<file path="src/sv/scf_pkg.sv">
// ---------------------------------------------------------------------------
// Speed command filter package
// Shared types, register codes and fixed widths for the speed command filter.
// ---------------------------------------------------------------------------
`default_nettype none

package scf_pkg;

   localparam int DATA_W     = 32;
   localparam int CFG_W      = 31;
   localparam int GAIN_W     = 16;
   localparam int LP_SHIFT   = 16;
   localparam int MULW       = 33;
   localparam int PRODW      = 2 * MULW;
   localparam int ACCW       = PRODW + 1;
   localparam int SUMW       = ACCW + 1;
   localparam int DENW       = 33;
   localparam int CSR_ADDR_W = 5;
   localparam int CSR_IDX_W  = 3;

   localparam logic [GAIN_W:0] GAIN_ONE = 17'h1_0000;

   localparam logic [CSR_IDX_W-1:0] REG_LAT_LIMIT  = 3'd0;
   localparam logic [CSR_IDX_W-1:0] REG_SPEED_GAIN = 3'd1;
   localparam logic [CSR_IDX_W-1:0] REG_TURN_GAIN  = 3'd2;
   localparam logic [CSR_IDX_W-1:0] REG_PROC_NOISE = 3'd3;
   localparam logic [CSR_IDX_W-1:0] REG_MEAS_NOISE = 3'd4;

   typedef struct packed {
      logic signed [DATA_W-1:0] linear_speed;
      logic signed [DATA_W-1:0] turn_rate;
   } req_type;

   typedef struct packed {
      logic signed [DATA_W-1:0] out_linear_speed;
      logic signed [DATA_W-1:0] out_turn_rate;
      logic                     bypassed;
   } rsp_type;

   typedef enum logic [4:0] {
      S_IDLE,
      S_PRED,
      S_KDIV,
      S_KWAIT,
      S_EMUL,
      S_VMUL,
      S_EUPD,
      S_VARUPD,
      S_CLAMP,
      S_LWAIT,
      S_LP1,
      S_LP2,
      S_LP3,
      S_LP4,
      S_LP5,
      S_LP6,
      S_LP7,
      S_OUT
   } state_type;

endpackage

`default_nettype wire

</file>
<file path="src/sv/scf_mul.sv">
// ---------------------------------------------------------------------------
// Speed command filter multiplier
// Shared signed multiplier with a registered product.
// ---------------------------------------------------------------------------
`default_nettype none

module scf_mul (
   input  wire logic                              clock,
   input  wire logic signed [scf_pkg::MULW-1:0]   a,
   input  wire logic signed [scf_pkg::MULW-1:0]   b,
   output logic signed [scf_pkg::PRODW-1:0]       prod
);
   import scf_pkg::*;

   logic signed [PRODW-1:0] prod_ff, prod_in;

   assign prod_in = a * b;

   always_ff @(posedge clock) begin
      prod_ff <= prod_in;
   end

   assign prod = prod_ff;

endmodule

`default_nettype wire

</file>
<file path="config.mk">
export PLATFORM = sky130hd
export DESIGN_NAME = scf_mul
export DESIGN_NICKNAME = d
export VERILOG_FILES = /design/src/sv/scf_pkg.sv /design/src/sv/scf_mul.sv
export SDC_FILE = /design/constraint.sdc
export NUM_CORES = 2
export LEC_CHECK = 0
export BUFFER_PORTS_ARGS = -buffer_cell sky130_fd_sc_hd__buf_2
export CORE_MARGIN = 1
export CORE_UTILIZATION = 50
export CTS_BUF_LIST = sky130_fd_sc_hd__clkbuf_4 sky130_fd_sc_hd__clkbuf_8
export DETAILED_ROUTE_END_ITERATION = 10
export GPL_TIMING_DRIVEN = 1
export MAX_ROUTING_LAYER = met4
export PLACE_DENSITY = 0.69
export SETUP_SLACK_MARGIN = 0.05
export SYNTH_ARGS = -nofsm -noshare
export SYNTH_HDL_FRONTEND = slang
export SYNTH_SLANG_ARGS = --single-unit
</file>
<file path="constraint.sdc">
create_clock -name clock -period 25.3 [get_ports clock]
set_clock_uncertainty 0.2 [all_clocks]
set_input_delay 2.53 -clock clock [delete_from_list [all_inputs] [get_ports clock]]
set_output_delay 2.53 -clock clock [all_outputs]
set_load 0.005 [all_outputs]
</file>
## Word level (Yosys, flattened, before mapping)

Index checks and enable logic that the tools add are counted.

| cells by class | value |
|---|---|
| $mul | 1 |

Operators by type and width:

| cell | number |
|---|---|
| $mul 33x33->66 | 1 |

| word-level totals | value |
|---|---|
| input bits | 67 |
| bits in registers | 66 |
| logic and storage cells | 2 |
| output and inout port bits | 66 |

## Depth between registers and ports, before layout

| depth | value |
|---|---|
| depth after elaboration | 1 |
| mapped depth | 29 |

## Least setup slack after synthesis

Ideal clock, no wire load.

| path | value |
|---|---|
| kind | input to register |
| start | input port a[32] in the netlist's numbering |
| end | register prod_ff[65], in the netlist prod[65] |
| slack | 15.349 ns |
| cell stages on the path | 22 |
| arrival time | 9.679 ns |
| path through | clkbuf_1 > nand2_1 > inv_1 > fa_1 > fa_1 > fa_1 > fa_1 > fa_1 > fa_1 > fa_1 > inv_1 > fa_1 > inv_1 > ha_1 > clkbuf_1 > a21o_1 > a21o_1 > a221o_1 > a31oi_2 > o211ai_1 > o41ai_2 > xnor2_1 |

| between the ends | value |
|---|---|
| cells in the longest elaborated chain, start to end | 1 |

Ends and longest elaborated chain:

| item | line | text |
|---|---|---|
| from (decl) | scf_mul.sv:9 | `input wire logic signed [scf_pkg::MULW-1:0] a,` |
| $mul 33x33->66 | scf_mul.sv:17 | `assign prod_in = a * b;` |
| named net prod_in[65] | scf_mul.sv:15 | `logic signed [PRODW-1:0] prod_ff, prod_in;` |
| to (signal assigned) | scf_mul.sv:20 | `prod_ff <= prod_in;` |
| to (decl) | scf_mul.sv:15 |  |

The timed path passes the listed nets, and every way through them passes these cells.

## Worst setup path in the final report

Same ends and word-level chain as after synthesis.

==> out/metrics.cfg <==
[global_route]
grt-ovfl-total=0
antenna_found_initial=6
grt_max_degree=34
grt_pass1_vias=31100
grtUsageTotal=0.285
grt_first_pass_wirelength_microns=174000

[setup_path]
cpPeakStageDelay_ps=990
path_cells=buf_2, nand2_1, inv_1, fa_1, fa_1, fa_1, inv_1, fa_1, fa_1, fa_1, fa_1, fa_1, inv_1, ha_1, and4_1, and3_1, a31oi_1, o21ai_0, a221o_1, a31oi_2, o211ai_1, o41ai_2, xnor2_1
startpoint_type=primary input
timing.critical_path.mode_cell=fa_1
path_class=in2reg
crit_slowest_cell=fa_1
worst-path-max-fanout=33
worst_setup_path_end_kind=register
required_ps=25480
cp.arrival_ps=11030

[synthesis]
synthCells=4302
yosys-top-cells-count=fa_1, inv_1, and2_1, nand2_1, clkbuf_1
avgSynthCellArea_sq_um=9.38
yosysWarnings=0
synth_nets=5731
synth_area_sq_mm=0.0404
ys_types=61
synth-async-reset-ratio=0
synth.top_cells.by_area=fa_1, inv_1, and2_1
yosysTopAreaCell=fa_1
synth_most_common_cell=fa_1
synth_flop_cell=dfxtp_1
yosysSeqAreaShare=0.0327
synth_top_area_share=0.568
ys_ff_latch=66
synth-edff-count=0

[sta]
fmaxAchievable_ghz=0.0922
rsz0062_at_grt=false
tightest_slew_ps=1010
fin_crit_sh=0.429
setup_tns_ps=0
slew_headroom=0.325
hold_violations=0
maxSlewViolCount=0
min_period_ps=10850
setup-violations-final=0

[floorplan]
die-area_sq_mm=0.0819
initial_core_util=0.508
row_count=103
die_h_microns=286
dieWidth_microns=286
ios=133
coreArea_sq_mm=0.0794

[clocking]
hold_buffers=0
h-tree-depth=3
path_clk_slew_ps=110
postCtsSetupRepairBufs=0
cts_buffers=9
clock_tree.buffer_depth=2
cts_resized=0
clkSinkCount=66
cts-root-buf=clkbuf_8
tritoncts=done

[layout]
syn2layout_area_growth_pct=3.68
drive_gt1_frac=0.0452
largest_reg_flops=66
fillers=7382
num-nets-final=5674

[route]
totalWireLength_microns=106000
drt_iter0_markers=1717
ant_nets=0
drc_errors=0
drt-pass1-iter-count=5
vias_per_cell=5.33
num_vias=28300
routedWlPerCell_microns=20.0

[placed_design]
gp_congestion=0.928
dpl.hpwl_microns=85000
portBuffers=132

[outcome]
status=completed

[run]
maxCapViolCount=0

[min_path]
hold_class=in2reg

==> metrics by stage <==
| step | setup slack, ps | utilization | hold WS (ps) | cell area, sq um | std cells |
|---|---|---|---|---|---|
| global placement | 14080 | 0.525 | 2710 | 41700 | 5284 |
| detailed placement | 14030 | 0.525 | 2710 | 41700 | 5284 |
| CTS | 14460 | 0.527 | 2460 | 41800 | 5300 |
| global route | 14050 | 0.527 | 2490 | 41800 | 5305 |
| floorplan | 15350 | - | 2460 | 40400 | 4302 |
| finish | 14450 | 0.527 | 2490 | 41900 | 5306 |
==> critical path: cells and delay by family <==
kind,cells,cell delay (ps)
compound gates,6,1590
buf+inv,4,970
fa+ha+maj,9,5060
simple gates,3,690
xor+xnor,1,160
==> placed cells by master (no fill, tap or decap), types with 8 or more instances in the layout <==
cell and instances:
a21o_1 28, o21bai_1 8, a21oi_1 73, xnor2_1 55, nand4_1 9, buf_2 132
o21ai_0 37, buf_4 21, inv_1 1133, nand2_1 543, dfxtp_1 66, a31oi_1 9
nand3_1 18, and2_1 562, clkbuf_8 9, fa_1 1145, nor2_1 47, ha_1 217
xor2_1 20, nand2b_1 9
==> layout make-up <==
class	count	area, sq um	share of cell area
Antenna cell	6	15.0	0.000359
Clock buffer	10	131	0.00314
Clock inverter	6	42.5	0.00102
Inverter	1133	4250	0.102
Multi-Input combinational cell	2882	34000	0.811
Sequential cell	66	1320	0.0316
Tap cell	1050	1310	0.0314
Timing Repair Buffer	153	818	0.0196
==> worst paths after layout <==
check,end,depth (start not counted),startpoint,slack (ps)
max,prod[65]$_DFF_P_,23,a[32],14450
min,prod[0]$_DFF_P_,3,b[0],2490
==> cell families (layout without fill, tap and decap cells) <==
kind of cell             count (synthesis)  after routing  synth area share
AND/OR/NAND/NOR                       1228           1228             0.154
adder cells (fa/ha/maj)               1362           1362             0.635
AO/OA/AOI/OAI                          217            217            0.0360
flip-flops                              66             66            0.0327
other                                    0              6                 0
XOR/XNOR                                75             75            0.0163
buffers and inverters                 1354           1302             0.126
==> per-layer routing <==
metal  vias up  GRT usage  wire (microns)
met4         0     0.0981            4020
met1     15000      0.362           41600
met3       249     0.0403            6780
met2       972      0.471           53600
li1      12100          -               -
met5         -          -               0
Power is left out: the tool's default activity adds up to more than one toggle a clock period on the data nets, which glitch-free logic cannot reach.
