### src/sv/scf_pkg.sv
// ---------------------------------------------------------------------------
// Speed command filter package
// Shared types, register codes and fixed widths for the speed command filter.
// ---------------------------------------------------------------------------
`default_nettype none

package scf_pkg;

   localparam int DATA_W     = 32;
   localparam int CFG_W      = 31;
   localparam int GAIN_W     = 16;
   localparam int LP_SHIFT   = 16;
   localparam int MULW       = 33;
   localparam int PRODW      = 2 * MULW;
   localparam int ACCW       = PRODW + 1;
   localparam int SUMW       = ACCW + 1;
   localparam int DENW       = 33;
   localparam int CSR_ADDR_W = 5;
   localparam int CSR_IDX_W  = 3;

   localparam logic [GAIN_W:0] GAIN_ONE = 17'h1_0000;

   localparam logic [CSR_IDX_W-1:0] REG_LAT_LIMIT  = 3'd0;
   localparam logic [CSR_IDX_W-1:0] REG_SPEED_GAIN = 3'd1;
   localparam logic [CSR_IDX_W-1:0] REG_TURN_GAIN  = 3'd2;
   localparam logic [CSR_IDX_W-1:0] REG_PROC_NOISE = 3'd3;
   localparam logic [CSR_IDX_W-1:0] REG_MEAS_NOISE = 3'd4;

   typedef struct packed {
      logic signed [DATA_W-1:0] linear_speed;
      logic signed [DATA_W-1:0] turn_rate;
   } req_type;

   typedef struct packed {
      logic signed [DATA_W-1:0] out_linear_speed;
      logic signed [DATA_W-1:0] out_turn_rate;
      logic                     bypassed;
   } rsp_type;

   typedef enum logic [4:0] {
      S_IDLE,
      S_PRED,
      S_KDIV,
      S_KWAIT,
      S_EMUL,
      S_VMUL,
      S_EUPD,
      S_VARUPD,
      S_CLAMP,
      S_LWAIT,
      S_LP1,
      S_LP2,
      S_LP3,
      S_LP4,
      S_LP5,
      S_LP6,
      S_LP7,
      S_OUT
   } state_type;

endpackage

`default_nettype wire

### src/sv/scf_div.sv
// ---------------------------------------------------------------------------
// Speed command filter divider
// Unsigned restoring divider that produces one quotient bit per cycle.
// ---------------------------------------------------------------------------
`default_nettype none

module scf_div #(
   parameter int NUMW = 48,
   parameter int CNTW = 6
) (
   input  wire logic                      clock,
   input  wire logic                      reset,
   input  wire logic                      start,
   input  wire logic [NUMW-1:0]           num,
   input  wire logic [scf_pkg::DENW-1:0]  den,
   input  wire logic [scf_pkg::DENW-1:0]  rem_init,
   input  wire logic [CNTW-1:0]           first_bit,
   output logic                           done,
   output logic [NUMW-1:0]                quot
);
   import scf_pkg::*;

   logic            busy_ff, busy_in;
   logic            done_ff, done_in;
   logic [CNTW-1:0] cnt_ff, cnt_in;
   logic [DENW-1:0] rem_ff, rem_in;
   logic [DENW-1:0] den_ff, den_in;
   logic [NUMW-1:0] num_ff, num_in;
   logic [NUMW-1:0] quot_ff, quot_in;
   logic [DENW:0]   part;
   logic            fits;

   assign part = {rem_ff, num_ff[cnt_ff]};
   assign fits = (part >= {1'b0, den_ff});

   always_comb begin
      busy_in = busy_ff;
      done_in = 1'b0;
      cnt_in  = cnt_ff;
      rem_in  = rem_ff;
      den_in  = den_ff;
      num_in  = num_ff;
      quot_in = quot_ff;
      if (start) begin
         busy_in = 1'b1;
         cnt_in  = first_bit;
         rem_in  = rem_init;
         den_in  = den;
         num_in  = num;
         quot_in = '0;
      end else if (busy_ff) begin
         rem_in  = fits ? DENW'(part - {1'b0, den_ff}) : part[DENW-1:0];
         quot_in = {quot_ff[NUMW-2:0], fits};
         if (cnt_ff == '0) begin
            busy_in = 1'b0;
            done_in = 1'b1;
         end else begin
            cnt_in = cnt_ff - 1'b1;
         end
      end
   end

   always_ff @(posedge clock) begin
      if (reset) begin
         busy_ff <= 1'b0;
         done_ff <= 1'b0;
      end else begin
         busy_ff <= busy_in;
         done_ff <= done_in;
      end
      cnt_ff  <= cnt_in;
      rem_ff  <= rem_in;
      den_ff  <= den_in;
      num_ff  <= num_in;
      quot_ff <= quot_in;
   end

   assign done = done_ff;
   assign quot = quot_ff;

endmodule

`default_nettype wire

### config.mk
export PLATFORM = sky130hd
export DESIGN_NAME = scf_div
export DESIGN_NICKNAME = d
export VERILOG_FILES = /design/src/sv/scf_pkg.sv /design/src/sv/scf_div.sv
export SDC_FILE = /design/constraint.sdc
export NUM_CORES = 1
export LEC_CHECK = 0
export CAP_MARGIN = 40
export CORE_ASPECT_RATIO = 0.5
export CORE_UTILIZATION = 65
export CTS_BUF_LIST = sky130_fd_sc_hd__clkbuf_4
export DETAILED_ROUTE_END_ITERATION = 8
export DONT_BUFFER_PORTS = 1
export PLACE_DENSITY = 0.78
export RECOVER_POWER = 25
export SYNTH_ARGS = -nofsm -noshare
export SYNTH_HDL_FRONTEND = slang
export SYNTH_SLANG_ARGS = --single-unit
export TNS_END_PERCENT = 5
### constraint.sdc
create_clock -name clock -period 9.8 [get_ports clock]
set_input_delay 1.96 -clock clock [delete_from_list [all_inputs] [get_ports clock]]
set_output_delay 1.96 -clock clock [all_outputs]
set_load 0.01 [all_outputs]
* Word level (Yosys, flattened, before mapping) *
Cells that the tools add are included.

storage, ports and cells
  register bits after elaboration = 170
  bits of input ports = 123
  output and inout bits = 49
  word-level logic and storage cells = 29

operators by class
  reduce and logical (&&, ||, !) cells = 4
  bitwise operators = 1
  add/sub/neg operators = 2
  muxes and demuxes = 12
  $lt $le $gt $ge = 2
  eq/ne operators = 1

operators by type and width
  kind                 number
  $mux 33              3
  $ge 34x33->1         1
  $sub 33x33->33       1
  $mux 6               3
  $lt 6x7->1 const B   1
  $bmux 1 s6           1
  $logic_not 6->1      1
  $sub 6x1->6 const B  1
  $mux 1               5
  $reduce_or 3->1      1
  $ne 2x2->1 const B   1
  $reduce_and 2->1     1
  $reduce_bool 2->1    1
  $not 1->1            1

* Logic depth before layout (Yosys ltp) *
Gate-level depths: netlist of run 1.

  word-level depth = 6
  mapped depth = 22
  gate-level depth less buffers = 19

* Worst setup path before layout of run 1 *
No wires, ideal clock.

  path type = register to register
  start = reg cnt_ff[0]
  end = reg rem_ff[16] (data pin)
  cell stages (with the launch flop) = 18
  arrival time = 4.414 ns
  slack = 5.126 ns
  path buffers = 1
  clock period less this slack = 4.674 ns
  setup time = 0.260 ns
  cell sequence = edfxtp_1 -> buf_2 -> mux4_2 -> mux4_2 -> nand2_1 -> o31ai_1 -> o21ai_0 -> ha_1 -> inv_1 -> fa_1 -> a211o_1 -> a21oi_2 -> a22oi_4 -> nor4_1 -> a2111oi_4 -> nor2_4 -> mux2_2 -> mux2_2

on the way
  cells in the longest elaborated chain, start to end = 6
  elaborated cells on any way between the ends = 7
  those cells by class = add/sub (1); order compare (1); mux (5)

RTL lines
  what                                                   RTL line                      source
  from (decl)                                            scf_div.sv:25                 logic [CNTW-1:0] cnt_ff, cnt_in;
  from (signal assigned)                                 scf_div.sv:71                 cnt_ff <= cnt_in;
  $bmux 1 s6 *                                           scf_div.sv:33                 assign part = {rem_ff, num_ff[cnt_ff]};
  $mux 1 (not written as such) *                         scf_div.sv:33
  $sub 33x33->33 / $ge 34x33->1 (equally long branches)  scf_div.sv:52, scf_div.sv:34
  $mux 33 *                                              scf_div.sv:52                 rem_in = fits ? DENW'(part - {1'b0, den_ff}) : part[DENW-1:0];
  $mux 33 *                                              scf_div.sv:51                 end else if (busy_ff) begin
  $mux 33 *                                              scf_div.sv:44                 if (start) begin
  named net rem_in[16]                                   scf_div.sv:26                 logic [DENW-1:0] rem_ff, rem_in;
  to (signal assigned)                                   scf_div.sv:72                 rem_ff <= rem_in;
  to (decl)                                              scf_div.sv:26

The timed path passes the listed nets; every way through them passes the cells marked *. The select of a mux whose other input is x is not followed.
A chain may end at the register's enable or synchronous reset.

* Worst setup path after layout of run 1 *
Ends and elaborated chain as after synthesis.

==> metrics, run 1 <==
CTS tree=yes; Post-synth EDFFs=120; final WL=16,770 um; Power Density=239.4 nW/um2; PnR worst setup slack=just over 4 ns; later-pin clock latency in the skew report=about 0.56 ns; worst endpoint required time=10.13 ns; largest family of logic cells by synthesized area=multiplexers; Layout Nets=around 900; final hold vios=0; cts hold-fix bufs=0; Setup Viol. Count Final=0; die width=roughly 160 um; dpl cells=886; mux contribution to synthesized area=between 10 and 15%; largest net degree at the start of global routing=~200; postcts setup bufs=0; post-route clock period utilization=about three fifths; Antenna Violating Nets Remaining=0; leading area contributor after synthesis=edfxtp_1; Starting Density=between 60% and 70%; PortBufs=0; CTS Buf Count=17; overall power=2.158 mW; CTS root buffer=clkbuf_4; Post-Synth XOR/XNOR Area=approximately 3.3%; Antenna diodes=0; first-pass GRT wire length=between 20,000 and 30,000 um; Core ar.=12,770 um2; routability cong.=0.9205; antenna violations before repair=0; Most used DFF post-synth=edfxtp_1; full die area=around 14,000 um2; unrepaired setup endpoints after global routing=no; Synth Cell Area=8591 um2; Pre-antenna DRT Iters=5; area grow syn2layout=4.937%; hold_sp=quot[47]; Synth cell types=a little over 60; Period minus WS final=around 5.7 ns; sequential cell area=4606 um2; Cells after Synth=about 750; Synth Area in Compound Gates=11.70%; Mapped Avg Cell Area=between 10 and 15 um2; Setup crit end kind=flop; num ports=between 150 and 200; Slew headroom=46.72%; startpoint types=flop; peak fanout along the critical path=40; Worst Setup SP=cnt_ff[0]; Util after Layout=between 70% and 80%; number of global-route vias before repair=between 5,000 and 6,000; # clock sinks=between 150 and 200; Syn Nets=just over 900; routed via count=between 5,000 and 6,000; max_cap viols=0; die outline height=83.29 um; overall routing resource usage=about a quarter; WL per Instance=18.26 um; design area=9015 um2; Yosys warning total=0; post-CTS sizing=0; htree depth=4; number of remaining DRC errors=0; arrival time at the worst endpoint=approximately 6.0 ns; initial drt markers=478; Final Non-Filler Cells=between 900 and 1,000; DP Wirelength=11,670 um; Slew Viols, Final=0; dpl cell area=between 8000 and 9000 um2; Peak VDD IR=between 0.0001 and 0.00015 V; Post-Synth Simple-Gate Area=roughly a tenth; min-delay worst type=flop to flop; Reg clk slew, reported paths=~0.16 ns; fmax=between 150 and 200 MHz; adder-cell area share of the yosys netlist=under 10%; # fillers=around 930; CP Class=flop to flop; worst-margin pin slew=about 0.8 ns; worst slack at placement=4.041 ns; multi-input gate area in the final layout=between 3000 and 4000 um2; status=complete, no violations; WHS=slightly below 0.6 ns; largest cells by area after synthesis=edfxtp_1 42%, dfxtp_1 12%, mux2i_1 6.8%; cell row count=29; Final Skew=~0.04 ns; share of flip-flops with an asynchronous set or reset=0%; worst reg2reg startpoint=cnt_ff[0]; grt total ovfl=0; Leakage=around 3.5 nW; Synth top area share=41.95%; Setup TNS=0 ns; post-synthesis sequential area ratio=53.60%; Vias/cell=approximately 6.1; FF+latch count, synth=170; CTS Buffer Depth=2; ratio of cells with drive above 1 in the final layout=between 10% and 20%
==> critical path, stage by stage, from the launching register on <==
cell,delay (ns)
edfxtp_1,0.63
mux4_2,0.55
mux4_2,0.47
nand2_1,0.09
o31ai_1,0.07
o21ai_0,0.29
ha_1,0.23
inv_1,0.06
fa_1,0.43
a211o_1,0.33
a21oi_2,0.20
a22oi_4,0.12
nor4_1,0.43
a2111oi_4,0.17
nor2_4,0.34
buf_4,0.44
mux2_2,0.38
mux2_2,0.25
==> logic make-up after synthesis <==
family,after synthesis
muxes,90
AOI/OAI and AO/OA,154
buffers and inverters,77
DFF,170
xor gates and xnor gates,32
and+or+nand+nor,188
adders and majority gates,36
==> cells in the mapped netlist, types with 8 or more instances <==
cell      instances
edfxtp_1        120
nor2_1           72
mux2i_1          58
dfxtp_1          50
nand2_1          49
o21ai_0          44
inv_1            42
a21oi_1          35
ha_1             35
mux2_2           22
clkbuf_1         20
xor2_1           17
xnor2_1          15
a21o_1           14
nand3_1          12
mux4_2            9
nor2b_1           9
nor3_1            8
o21ai_1           8
==> path summary, 6_finish.rpt <==
check                                   to  slack [ns]  cells after the start
worst max-delay path            rem_ff[16]        4.10                     17
worst min-delay path              quot[47]        0.58                      2
worst max register to register  rem_ff[16]        4.10                     17
worst min register to register    quot[47]        0.58                      2
==> cells in the final DEF (no fill, tap or decap), types with 3 or more instances in the layout <==
master	n
edfxtp_1	120
nor2_1	72
mux2i_1	58
nand2_1	49
dfxtp_1	49
o21ai_0	44
inv_1	42
a21oi_1	35
ha_1	35
mux2_2	22
clkbuf_4	18
xor2_1	17
xnor2_1	15
a21o_1	14
nand3_1	12
nor2b_1	9
mux4_2	9
o21ai_1	8
nor3_1	8
nor4b_1	6
and3_1	6
a221o_1	5
o21bai_1	5
nand4_1	4
a31oi_1	4
a211oi_1	4
o22ai_1	4
o31ai_1	4
and2_1	4
o21a_1	4
nor4_1	4
a21boi_0	3
a211o_1	3
and4_1	3
clkinv_4	3
clkinv_8	3
inv_8	3
==> area by class of cell <==
type	count	share of cell area, %
clock buffer	18	1.499
clock inverter	14	1.735
inverter	42	1.749
multi-input combinational	500	40.79
sequential	170	51.09
tap	170	2.359
timing repair buffer	4	0.7772
==> layer usage <==
metal | vias up | share of wire (%) | routed length (um) | global-route usage [%]
met1 | 2652 | 43 | 7249 | 32.05
li1 | 2735 | - | - | -
met2 | 213 | 47 | 7841 | 40.07
met4 | 0 | 1.3 | 220 | 7.756
met5 | - | 0 | 0 | 0
met3 | 22 | 8.7 | 1455 | 9.091
==> sequential cells by signal, summed over array words and instances (netlist names) <==
| register | flops |
|---|---|
| rem_ff | 33 |
| busy_ff | 1 |
| den_ff | 33 |
| quot | 48 |
| num_ff | 48 |
| done | 1 |
| cnt_ff | 6 |
==> report_power, final <==
| group | switching (mW) | leakage (nW) | internal [mW] |
|---|---|---|---|
| combinational | 0.454 | 1.73 | 0.364 |
| clock | 0.285 | 0.155 | 0.121 |
| sequential | 0.0522 | 1.59 | 0.882 |
Power figures use the tool's default switching activity.
==> run 2, diff against run 1 <==
clock period = 5.3 ns   (was 9.8 ns; I/O delays follow)
==> metrics, run 2 (synthesized netlist as in run 1, its figures left out) <==
post-route clock period utilization=93.13%; htree depth=4; initial drt markers=396; Comb power frac=a little under 40%; number of remaining DRC errors=0; arrival time at the worst endpoint=roughly 5.3 ns; Slew Viols, Final=0; antenna violations before repair=0; Setup crit end kind=flop; DP Wirelength=roughly 12,000 um; P_sw=1.502 mW; commonest non-fill, non-tap cells in the layout=120 x edfxtp_1, 72 x nor2_1, 58 x mux2i_1, 49 x nand2_1, 49 x dfxtp_1; part of the power in registers=between 40% and 50%; Antenna diodes=0; final hold vios=0; overall routing resource usage=between 20% and 30%; status=complete, no violations; ratio of cells with drive above 1 in the final layout=11.48%; Hold Path Stages=1; peak fanout along the critical path=7; Pre-antenna DRT Iters=6; cell-internal power=about 2.6 mW; Peak VDD IR=between 0.0002 and 0.0003 V; fmax=202.6 MHz; Clk network pwr share=18.8%; CP Cell Sequence=buf_4 > mux4_2 > mux4_2 > nand2_1 > o31ai_1 > o21ai_1 > ha_1 > inv_1 > fa_1 > a211o_1 > a21oi_2 > a22oi_4 > nor4_2 > a2111oi_4 > nor2_4 > buf_4 > mux2_2 > mux2_2; final WL=around 17,000 um; max_cap viols=0; Starting Density=67.26%; CTS root buffer=clkbuf_4; Vias/cell=6.120; CTS tree=yes; unrepaired setup endpoints after global routing=no; min-delay worst type=input pin to flop; WL per Instance=approximately 19 um; worst-margin pin slew=just under 0.8 ns; Layout Nets=904; # clock sinks=170; dpl cells=890; Leakage=about 3.5 nW; Final Skew=0.03895 ns; multi-input gate area in the final layout=between 3000 and 4000 um2; R2R depth=18; Reg clk slew, reported paths=approximately 0.16 ns; sequential cell area=roughly 4600 um2; routed via count=about 5,700; die width=164.6 um; slowest CP cell=mux4_2; num ports=approximately 170; full die area=13,710 um2; number of global-route vias before repair=approximately 5,700; later-pin clock latency in the skew report=0.56 ns; Final Non-Filler Cells=928; # fillers=about 900; Antenna Violating Nets Remaining=0; commonest non-fill, non-tap cell in the layout=edfxtp_1; first-pass GRT wire length=around 27,000 um; cell row count=29; worst endpoint required time=about 5.6 ns; Setup TNS=0 ns; largest net degree at the start of global routing=just under 200; Max stage delay on crit path=around 0.49 ns; cts hold-fix bufs=0; Core ar.=12,770 um2; Period minus WS final=4.936 ns; Setup Viol. Count Final=0; CTS Buffer Depth=2; die outline height=83.29 um; routability cong.=0.9503; CTS Buf Count=17; CP Class=flop to flop; Slew headroom=a little under half; Power Density=447.7 nW/um2; startpoint types=flop; PortBufs=0; area grow syn2layout=5.971%; overall power=4.076 mW; grt total ovfl=0; Net Sw Frac=roughly 37%
[run 2: metal layers]
layer	GRT usage [%]	up-vias	part of all wire, %
met5	0	-	0
met4	6.756	0	1.0
met3	8.791	24	8.0
met2	42.28	188	48
met1	32.77	2732	43
li1	-	2735	-
[run 2: critical path: cells and delay by family, from the launching register on]
kind,cells,cell delay (ns)
mux,4,1.55
simple gates,3,0.69
buf+inv,3,0.37
flops,1,0.38
fa+ha+maj,2,0.64
compound gates,6,1.09
[run 2: path summary, 6_finish.rpt]
path	start	end	slack (ns)
worst max-delay path	cnt_ff[0]	rem_ff[16]	0.36
worst min-delay path	reset	busy_ff	0.57
worst max register to register	cnt_ff[0]	rem_ff[16]	0.36
worst min register to register	quot[0]	quot[0]	0.57
[run 2: what timing repair did]
action / CTS / global route
gates resized for setup: 0 / 3
setup buffers: 0 / 6
endpoints found under the setup margin: 0 / 31
[run 2: cell type report]
cell class | instances | area share [%]
clock buffer | 18 | 1.484
clock inverter | 14 | 1.842
inverter | 42 | 1.732
multi-input combinational | 500 | 40.50
sequential | 170 | 50.59
tap | 170 | 2.336
timing repair buffer | 14 | 1.512
[run 2: through the flow]
step	setup WS [ns]	cell area (um2)	hold slack, ns	util, %
after floorplan	0.6261	8591	0.5161	-
after detailed placement	0.1167	8746	0.5529	68.48
after global placement	0.2412	8718	0.5454	68.26
after CTS	0.06206	9049	0.5335	70.85
after global routing	0.09889	9104	0.5106	71.28
final	0.3641	9104	0.5658	71.28
[run 2: power by group through the flow]
stage	clock, mW	sequential (mW)	combinational, mW
detailed placement	0	1.76	1.52
global placement	0	1.75	1.48
CTS	0.781	1.73	1.53
finish	0.768	1.73	1.58
floorplan	0	1.71	1.25
global route	0.834	1.74	1.75
